==> src/rtl/tmps_pkg.sv <==
// ----------------------------------------------------------------------------
// Triangle maximum path sum: shared definitions
// Widths, limits and the command record that passes from the front end to
// the back end through the command queue.
// ----------------------------------------------------------------------------
package tmps_pkg;

  // Largest number of rows that the row buffer holds.
  localparam int MAX_ROWS = 128;

  // Index width for rows, columns and row buffer addresses.
  localparam int IDX_W = (MAX_ROWS > 1) ? $clog2(MAX_ROWS) : 1;

  // Entry and sum widths.
  localparam int VALUE_W = 8;
  localparam int SUM_W   = 16;

  localparam logic [SUM_W-1:0] SUM_MAX = {SUM_W{1'b1}};
  localparam logic [IDX_W-1:0] LAST_ROW = IDX_W'(MAX_ROWS - 1);

  // Depth of the command queue between front end and back end.
  localparam int QUEUE_DEPTH = 2;
  localparam int QPTR_W      = 1;
  localparam int QCNT_W      = 2;

  // One classified entry, ready for the back end.
  typedef struct packed {
    logic [VALUE_W-1:0] value;     // triangle number
    logic               last;      // final entry of the triangle
    logic [IDX_W-1:0]   col;       // column, also the row buffer address
    logic               apex;      // row zero: no parent
    logic               is_left;   // column zero: left edge, or the apex
    logic               at_right;  // column equals row: no parent straight above
  } cmd_t;

endpackage

==> src/rtl/tmps_front.sv <==
// ----------------------------------------------------------------------------
// Triangle maximum path sum: front end
// Accepts entries, tracks the row and column of each one and classifies it
// by its place in the triangle before handing it to the command queue.
// ----------------------------------------------------------------------------
module tmps_front (
  input  logic                          clk,
  input  logic                          rst_n,
  input  logic                          in_valid,
  input  logic [tmps_pkg::VALUE_W-1:0]  in_entry_value,
  input  logic                          in_is_last,
  input  logic                          queue_full,
  output logic                          push,
  output tmps_pkg::cmd_t                push_cmd
);

  logic [tmps_pkg::IDX_W-1:0] row_r, row_nxt;
  logic [tmps_pkg::IDX_W-1:0] col_r, col_nxt;
  logic                       at_right;

  // A request is taken whenever the queue has room.
  assign push     = in_valid && !queue_full;
  assign at_right = (col_r == row_r);

  // Classify the entry by its position.
  always_comb begin
    push_cmd.value    = in_entry_value;
    push_cmd.last     = in_is_last;
    push_cmd.col      = col_r;
    push_cmd.apex     = (row_r == '0);
    push_cmd.is_left  = (col_r == '0);
    push_cmd.at_right = at_right;
  end

  // Step through the triangle; the row index holds at the last row.
  always_comb begin
    row_nxt = row_r;
    col_nxt = col_r;
    if (push) begin
      if (in_is_last) begin
        row_nxt = '0;
        col_nxt = '0;
      end else if (at_right) begin
        col_nxt = '0;
        row_nxt = (row_r == tmps_pkg::LAST_ROW) ? row_r
                                                : row_r + tmps_pkg::IDX_W'(1);
      end else begin
        col_nxt = col_r + tmps_pkg::IDX_W'(1);
      end
    end
  end

  always_ff @(posedge clk) begin
    if (!rst_n) begin
      row_r <= '0;
      col_r <= '0;
    end else begin
      row_r <= row_nxt;
      col_r <= col_nxt;
    end
  end

endmodule

==> src/rtl/tmps_queue.sv <==
// ----------------------------------------------------------------------------
// Triangle maximum path sum: command queue
// A two-entry queue of classified entries that lets the front end and the
// back end stall independently.
// ----------------------------------------------------------------------------
module tmps_queue (
  input  logic           clk,
  input  logic           rst_n,
  input  logic           push,
  input  tmps_pkg::cmd_t push_cmd,
  input  logic           pop,
  output logic           full,
  output logic           q_valid,
  output tmps_pkg::cmd_t q_cmd
);

  tmps_pkg::cmd_t                slot_r [tmps_pkg::QUEUE_DEPTH];
  logic [tmps_pkg::QPTR_W-1:0]   wr_ptr_r, rd_ptr_r;
  logic [tmps_pkg::QCNT_W-1:0]   count_r, count_nxt;

  assign full    = (count_r == tmps_pkg::QCNT_W'(tmps_pkg::QUEUE_DEPTH));
  assign q_valid = (count_r != '0);
  assign q_cmd   = slot_r[rd_ptr_r];

  // Occupancy follows pushes and pops.
  always_comb begin
    count_nxt = count_r;
    if (push && !pop) begin
      count_nxt = count_r + tmps_pkg::QCNT_W'(1);
    end else if (pop && !push) begin
      count_nxt = count_r - tmps_pkg::QCNT_W'(1);
    end
  end

  always_ff @(posedge clk) begin
    if (!rst_n) begin
      wr_ptr_r <= '0;
      rd_ptr_r <= '0;
      count_r  <= '0;
    end else begin
      count_r <= count_nxt;
      if (push) begin
        wr_ptr_r <= wr_ptr_r + tmps_pkg::QPTR_W'(1);
      end
      if (pop) begin
        rd_ptr_r <= rd_ptr_r + tmps_pkg::QPTR_W'(1);
      end
    end
  end

  // Slot storage needs no reset.
  always_ff @(posedge clk) begin
    if (push) begin
      slot_r[wr_ptr_r] <= push_cmd;
    end
  end

endmodule

==> src/rtl/tmps_back.sv <==
// ----------------------------------------------------------------------------
// Triangle maximum path sum: back end
// Reads the parent sum from the row buffer, adds the entry with saturation,
// writes the new sum back, keeps the row maximum and presents the result.
// ----------------------------------------------------------------------------
module tmps_back (
  input  logic                          clk,
  input  logic                          rst_n,
  input  logic                          q_valid,
  input  tmps_pkg::cmd_t                q_cmd,
  output logic                          pop,
  output logic                          out_valid,
  output logic [tmps_pkg::SUM_W-1:0]    out_max_sum,
  input  logic                          out_stall
);

  // Row buffer: path sums of the most recent row, updated in place.
  logic [tmps_pkg::SUM_W-1:0] row_mem [tmps_pkg::MAX_ROWS];

  // Execute stage.
  logic                       s1_valid_r;
  tmps_pkg::cmd_t             s1_cmd_r;
  logic [tmps_pkg::SUM_W-1:0] rd_data_r;
  logic                       fwd_hit_r;
  logic [tmps_pkg::SUM_W-1:0] fwd_data_r;

  logic [tmps_pkg::SUM_W-1:0] left_parent_r, left_parent_nxt;
  logic [tmps_pkg::SUM_W-1:0] best_r, best_nxt;
  logic                       out_valid_r;
  logic [tmps_pkg::SUM_W-1:0] out_max_sum_r;

  logic [tmps_pkg::SUM_W-1:0] old_here;
  logic [tmps_pkg::SUM_W-1:0] parent;
  logic [tmps_pkg::SUM_W:0]   sum_wide;
  logic [tmps_pkg::SUM_W-1:0] sum;
  logic                       retire;
  logic                       load;

  // An entry retires unless it carries a result and the output is occupied.
  assign retire = s1_valid_r && (!s1_cmd_r.last || !out_valid_r || !out_stall);
  assign load   = q_valid && (!s1_valid_r || retire);
  assign pop    = load;

  // Sum straight above; the entry just retired is forwarded when it wrote
  // the same address in the cycle of the read.
  always_comb begin
    if (s1_cmd_r.at_right) begin
      old_here = '0;
    end else if (fwd_hit_r) begin
      old_here = fwd_data_r;
    end else begin
      old_here = rd_data_r;
    end
  end

  // Parent choice by position, then a saturating add.
  always_comb begin
    if (s1_cmd_r.apex) begin
      parent = '0;
    end else if (s1_cmd_r.is_left) begin
      parent = old_here;
    end else if (s1_cmd_r.at_right) begin
      parent = left_parent_r;
    end else begin
      parent = (left_parent_r > old_here) ? left_parent_r : old_here;
    end
    sum_wide = {1'b0, parent} + (tmps_pkg::SUM_W + 1)'(s1_cmd_r.value);
    sum      = sum_wide[tmps_pkg::SUM_W] ? tmps_pkg::SUM_MAX
                                         : sum_wide[tmps_pkg::SUM_W-1:0];
  end

  // Running row state after this entry.
  always_comb begin
    best_nxt        = (s1_cmd_r.is_left || (sum > best_r)) ? sum : best_r;
    left_parent_nxt = (s1_cmd_r.last || s1_cmd_r.at_right) ? '0 : old_here;
  end

  // Row buffer write on retire, registered read on load.
  always_ff @(posedge clk) begin
    if (retire) begin
      row_mem[s1_cmd_r.col] <= sum;
    end
    if (load) begin
      rd_data_r <= row_mem[q_cmd.col];
    end
  end

  // Stage payload and bypass data.
  always_ff @(posedge clk) begin
    if (load) begin
      s1_cmd_r   <= q_cmd;
      fwd_hit_r  <= retire && (s1_cmd_r.col == q_cmd.col);
      fwd_data_r <= sum;
    end
    if (retire && s1_cmd_r.last) begin
      out_max_sum_r <= best_nxt;
    end
  end

  // Control state.
  always_ff @(posedge clk) begin
    if (!rst_n) begin
      s1_valid_r    <= 1'b0;
      out_valid_r   <= 1'b0;
      left_parent_r <= '0;
      best_r        <= '0;
    end else begin
      if (load) begin
        s1_valid_r <= 1'b1;
      end else if (retire) begin
        s1_valid_r <= 1'b0;
      end
      if (retire) begin
        left_parent_r <= left_parent_nxt;
        best_r        <= s1_cmd_r.last ? '0 : best_nxt;
      end
      if (retire && s1_cmd_r.last) begin
        out_valid_r <= 1'b1;
      end else if (!out_stall) begin
        out_valid_r <= 1'b0;
      end
    end
  end

  assign out_valid   = out_valid_r;
  assign out_max_sum = out_max_sum_r;

  // A retiring final entry always leaves a result behind.
  a_last_gives_result: assert property (@(posedge clk) disable iff (!rst_n)
    (retire && s1_cmd_r.last) |=> out_valid_r)
    else $error("final entry retired without a result");

  // A saturating sum never falls below the entry itself.
  a_sum_covers_value: assert property (@(posedge clk) disable iff (!rst_n)
    s1_valid_r |-> (sum >= tmps_pkg::SUM_W'(s1_cmd_r.value)))
    else $error("path sum below entry value");

  // The left parent is cleared at the end of every row and triangle.
  a_left_parent_cleared: assert property (@(posedge clk) disable iff (!rst_n)
    (retire && (s1_cmd_r.last || s1_cmd_r.at_right)) |=> (left_parent_r == '0))
    else $error("left parent sum not cleared at row end");

  // A new request only enters the stage when the previous one leaves.
  a_no_overwrite: assert property (@(posedge clk) disable iff (!rst_n)
    (s1_valid_r && !retire) |=> (s1_valid_r && $stable(s1_cmd_r)))
    else $error("stalled entry lost from execute stage");

endmodule

==> src/rtl/triangle_max_path_sum.sv <==
// ----------------------------------------------------------------------------
// Triangle maximum path sum: top level
// Takes the numbers of a triangle in row order from the apex, one request
// per cycle while in_stall is low, and on the request flagged last returns
// the largest apex-to-entry path sum of the final (possibly partial) row,
// saturated at 65535. It then starts over at the apex. One entry is taken
// every cycle when the output is not stalled; the rate is set by the single
// row buffer, which is read and written once per entry, with the sum of the
// previous entry forwarded when both touch the same address. After its last
// entry is accepted, a result passes through the command queue, the execute
// stage and the output register. Beyond the deepest row each further row
// reuses the last row's length. No clearing pass is needed after reset.
// ----------------------------------------------------------------------------
module triangle_max_path_sum (
  input  logic                          clk,
  input  logic                          rst_n,
  input  logic                          in_valid,
  output logic                          in_stall,
  input  logic [tmps_pkg::VALUE_W-1:0]  in_entry_value,
  input  logic                          in_is_last,
  output logic                          out_valid,
  input  logic                          out_stall,
  output logic [tmps_pkg::SUM_W-1:0]    out_max_sum
);

  logic           queue_full;
  logic           push;
  tmps_pkg::cmd_t push_cmd;
  logic           pop;
  logic           q_valid;
  tmps_pkg::cmd_t q_cmd;

  assign in_stall = queue_full;

  // Position tracking and classification.
  tmps_front u_front (
    .clk            (clk),
    .rst_n          (rst_n),
    .in_valid       (in_valid),
    .in_entry_value (in_entry_value),
    .in_is_last     (in_is_last),
    .queue_full     (queue_full),
    .push           (push),
    .push_cmd       (push_cmd)
  );

  // Decoupling queue.
  tmps_queue u_queue (
    .clk      (clk),
    .rst_n    (rst_n),
    .push     (push),
    .push_cmd (push_cmd),
    .pop      (pop),
    .full     (queue_full),
    .q_valid  (q_valid),
    .q_cmd    (q_cmd)
  );

  // Row buffer, sum and result.
  tmps_back u_back (
    .clk         (clk),
    .rst_n       (rst_n),
    .q_valid     (q_valid),
    .q_cmd       (q_cmd),
    .pop         (pop),
    .out_valid   (out_valid),
    .out_max_sum (out_max_sum),
    .out_stall   (out_stall)
  );

endmodule
==> config.mk <==
export PLATFORM = sky130hd
export DESIGN_NAME = triangle_max_path_sum
export DESIGN_NICKNAME = d
export VERILOG_FILES = /design/src/rtl/tmps_pkg.sv /design/src/rtl/tmps_front.sv /design/src/rtl/tmps_queue.sv /design/src/rtl/tmps_back.sv /design/src/rtl/triangle_max_path_sum.sv
export SDC_FILE = /design/constraint.sdc
export NUM_CORES = 2
export LEC_CHECK = 0
export ABC_AREA = 0
export BUFFER_PORTS_ARGS = -buffer_cell sky130_fd_sc_hd__buf_4
export CORE_MARGIN = 4
export CORE_UTILIZATION = 55
export CTS_CLUSTER_DIAMETER = 60
export DETAILED_ROUTE_END_ITERATION = 8
export HOLD_SLACK_MARGIN = 0.03
export PLACE_DENSITY = 0.72
export SLEW_MARGIN = 20
export SYNTH_ARGS = -nofsm -noshare
export SYNTH_HDL_FRONTEND = slang
export SYNTH_HIERARCHICAL = 1
export SYNTH_SLANG_ARGS = --single-unit
==> constraint.sdc <==
create_clock -name clk -period 12.2 [get_ports clk]
set_clock_uncertainty 0.15 [all_clocks]
set_input_delay 0 -clock clk [delete_from_list [all_inputs] [get_ports clk]]
set_output_delay 0 -clock clk [all_outputs]
set_load 0.02 [all_outputs]
==> summary.md <==
| Metric | Value |
|---|---|
| CP max stage cell | or4_1 |
| Routed WL | 199100 microns |
| # setup viols final | 0 |
| Via count of the first global-routing pass | 40597 |
| FFs w/ async S/R, synth | 0 |
| TritonCTS clock tree | yes |
| Most common cell after layout, fill and taps aside | edfxtp_1 |
| Final Worst Setup Slack | between 2000 and 3000 ps |
| Via count | between 40000 and 50000 |
| Synth Net Count | between 3000 and 4000 |
| Worst Setup Slack post-DPL | approximately 2700 ps |
| DIE WIDTH | around 400 microns |
| CP Buf/Inv Count | 2 |
| Layout cells sized above 1 | 0.3017 |
| Hold crit path type | primary input to flop |
| Fin. max-slew vios | 0 |
| Minimum clock period | around 9400 ps |
| Worst R2R End | u_back/best_r[7]$_SDFFE_PN0P_ |
| Total GRT Usage | 0.2480 |
| HPWL after DPL | around 110000 microns |
| Critical Path Max Stage Delay | between 600 and 700 ps |
| Tcrit/Tclk final | 0.7712 |
| # DRC | 0 |
| Design area | 96870 sq um |
| Peak VDD IR | between 0.2 and 0.3 mV |
| Commonest cells after routing, fill and taps aside | edfxtp_1, mux4_2, clkbuf_16, buf_4, nor2_1 |
| Synth Cell Area | ~86000 sq um |
| Total CTS buffers | 212 |
| Post-synthesis cell type count | 79 |
| Dpl cell area | between 80000 and 90000 sq um |
| Slew headroom | 0.2986 |
| Worst Setup End Kind | flop |
| # rows | roughly 150 |
| Power per Cell Area | about 240 nW/um^2 |
| Crit Path Category | flop to flop |
| Worst r2r path cells | 30 |
| Drt pass-1 iters | 6 |
| Final RePlAce weighted congestion | approximately 0.84 |
| Post-route setup TNS | 0 ps |
| Hold_sp | in_valid |
| Clock Pin Slew Worst Setup and Hold Paths | 60 ps |
| Clock latency on the worst-skew pair | 860 ps |
| Vert. Die Dim | ~400 microns |
| FMAX | between 0.1 and 0.15 GHz |
| Sink Count | 2207 |
| Layout overhead on the synthesized area | 12.20% |
| CP startpoint kind | flop |
| Family with the most delay on the worst path | simple AND/OR/NAND/NOR gates |
| Core Area | 156200 sq um |
| Clock tree buffer depth | 3 |
| # nets final | between 4000 and 5000 |
| Clk root buf | clkbuf_16 |
| Crit path DAT | 10060 ps |
| Hold Crit Depth | 5 |
| Pleak | 30.46 nW |
| Final Hold Violating Endpoints | 0 |
| Synth area leader | edfxtp_1 |
| Syn avg cell area | 22.72 sq um |
| Worst-Margin Slew | about 1000 ps |
| Post-Place Cells | around 6000 |
| Share of the synthesized area in the top cell type | 0.7492 |
| Post-CTS Hold Fix Bufs | 26 |
| Vias per cell | 6.490 |
| Reg2reg start | u_back/s1_cmd_r[0]$_DFFE_PP_ |
| Synth warn | 6 |
| CP required | between 10000 and 15000 ps |
| First-pass GRT wire length | 290800 microns |
| Largest net degree at the start of global routing | around 140 |
| EDFF count, synth | approximately 2200 |
| Routed WL per cell | around 32 microns |
| Critical Path Fanout Max | 68 |
| Non-Filler Instances | between 6000 and 7000 |
| Post_cts resized | 0 |
| MaxCap Viol Count | 0 |
| Hold EP | u_front/col_r[0]$_SDFFE_PN0P_ |
| Die Footprint | 163400 sq um |
| Mapped Cells | 3800 |
| H-tree Lvls | 4 |
| Top area cells in the synthesized netlist | edfxtp_1, mux4_2, dfxtp_1 |
| Flop-to-flop setup slack | roughly 2800 ps |
| Post-CTS Setup Inserts | 0 |
| Overflow after GRT | 0 |
| Outcome | finished clean |
| Antenna viol nets, final | 0 |
| RSZ-0062 raised after global routing | false |
| DRT iter0 DRCs | slightly below 6000 |
| Antenna violations before repair | 10 |
| I/O Buffers | 30 |
| Final hold slack | 113.7 ps |
| Register area share after synthesis | 0.7615 |
| Yosys reg bits | about 2200 |
| Io pins | 31 |
| Initial core utilization | 0.5527 |
| Synth Flop Type | edfxtp_1 |
where the power goes:
part | internal [mW] | switching [mW]
logic | 2.20 | 4.22
clock network | 3.54 | 2.79
registers | 10.2 | 0.145
worst register-to-register path, delay by kind of cell, from the launching register on:
kind            cells  cell delay (ps)
buf+inv             2              820
simple gates       13             3300
compound gates     11             3010
flops               1              520
fa+ha+maj           4             1590
worst max-delay path by stage:
stage	start	end	slack (ps)	cells past startpoint
3_3_place_gp	u_back/s1_cmd_r[0]$_DFFE_PP_	u_back/best_r[7]$_SDFFE_PN0P_	2940	30
4_1_cts	u_back/s1_cmd_r[0]$_DFFE_PP_	u_back/best_r[8]$_SDFFE_PN0P_	2700	30
6_report	u_back/s1_cmd_r[0]$_DFFE_PP_	u_back/best_r[7]$_SDFFE_PN0P_	2790	30
2_1_floorplan	u_back/fwd_hit_r$_DFFE_PP_	u_back/out_max_sum[9]$_DFFE_PP_	2080	32
3_5_place_dp	u_back/s1_cmd_r[0]$_DFFE_PP_	u_back/best_r[7]$_SDFFE_PN0P_	2680	30
5_1_grt	u_back/s1_cmd_r[0]$_DFFE_PP_	u_back/best_r[15]$_SDFFE_PN0P_	2060	30
metrics by stage:
stage	power [mW]	utilization
2_1_floorplan	14.52	-
3_3_place_gp	16.70	0.5750
3_5_place_dp	16.86	0.5751
4_1_cts	23.17	0.6200
5_1_grt	23.97	0.6201
6_report	23.06	0.6201
layout make-up:
type,count,area [sq um]
Sequential cell,2207,65740
Fill cell,10247,59340
Multi-Input combinational cell,1352,19730
Clock buffer,273,5638
Tap cell,2058,2575
Timing Repair Buffer,235,1899
Clock inverter,111,1114
Inverter,38,157.7
Antenna cell,4,10.01
flip-flops by register name (all words and copies together), names as in the netlist, 16 cells and up, named ones only:
name	count
u_queue/slot_r	38
u_back/s1_cmd_r	19
u_back/fwd_data_r	16
u_back/left_parent_r	16
u_back/row_mem	2048
u_back/out_max_sum	16
u_back/best_r	16
u_back/rd_data_r	16
cell usage after synthesis (4+ instances only):
cell      instances
buf_4            11
a32oi_1           6
nand3_1          28
a22oi_1           4
edfxtp_1       2154
nand3b_1          5
and2_1            8
buf_2            56
nor2b_1          23
dfxtp_1          53
xor2_1           13
mux2_2           54
o21ai_1          12
a211oi_1          7
o21a_1           11
or3_1             5
mux2i_1           7
nand2_1          68
inv_1            37
a21o_1           13
a21oi_1          48
o21ai_0           9
buf_1            12
clkbuf_1        121
xnor2_1          16
ha_1             45
nor2_1          180
nand4_1          13
a21boi_0          6
nor3_1           24
mux4_2          672
and3_1            4
layer usage:
layer / track usage / part of all wire / vias up
li1: - / - / 16571
met1: 0.3745 / 0.40 / 21651
met2: 0.3734 / 0.47 / 2253
met3: 0.05885 / 0.11 / 272
met4: 0.06208 / 0.025 / 0
met5: 0 / 0 / -
logic make-up (layout without fill, tap and decap cells):
kind of cell | Yosys count | in the layout | synth area share
other | 0 | 4 | 0
muxes | 735 | 735 | 0.1834
xor gates and xnor gates | 29 | 29 | 0.002942
AOI/OAI and AO/OA | 150 | 150 | 0.01183
and+or+nand+nor | 392 | 392 | 0.02164
buffers and inverters | 241 | 657 | 0.01196
DFF | 2207 | 2207 | 0.7615
adders and majority gates | 46 | 46 | 0.006753
No activity file was read; power rests on OpenSTA's default activity.
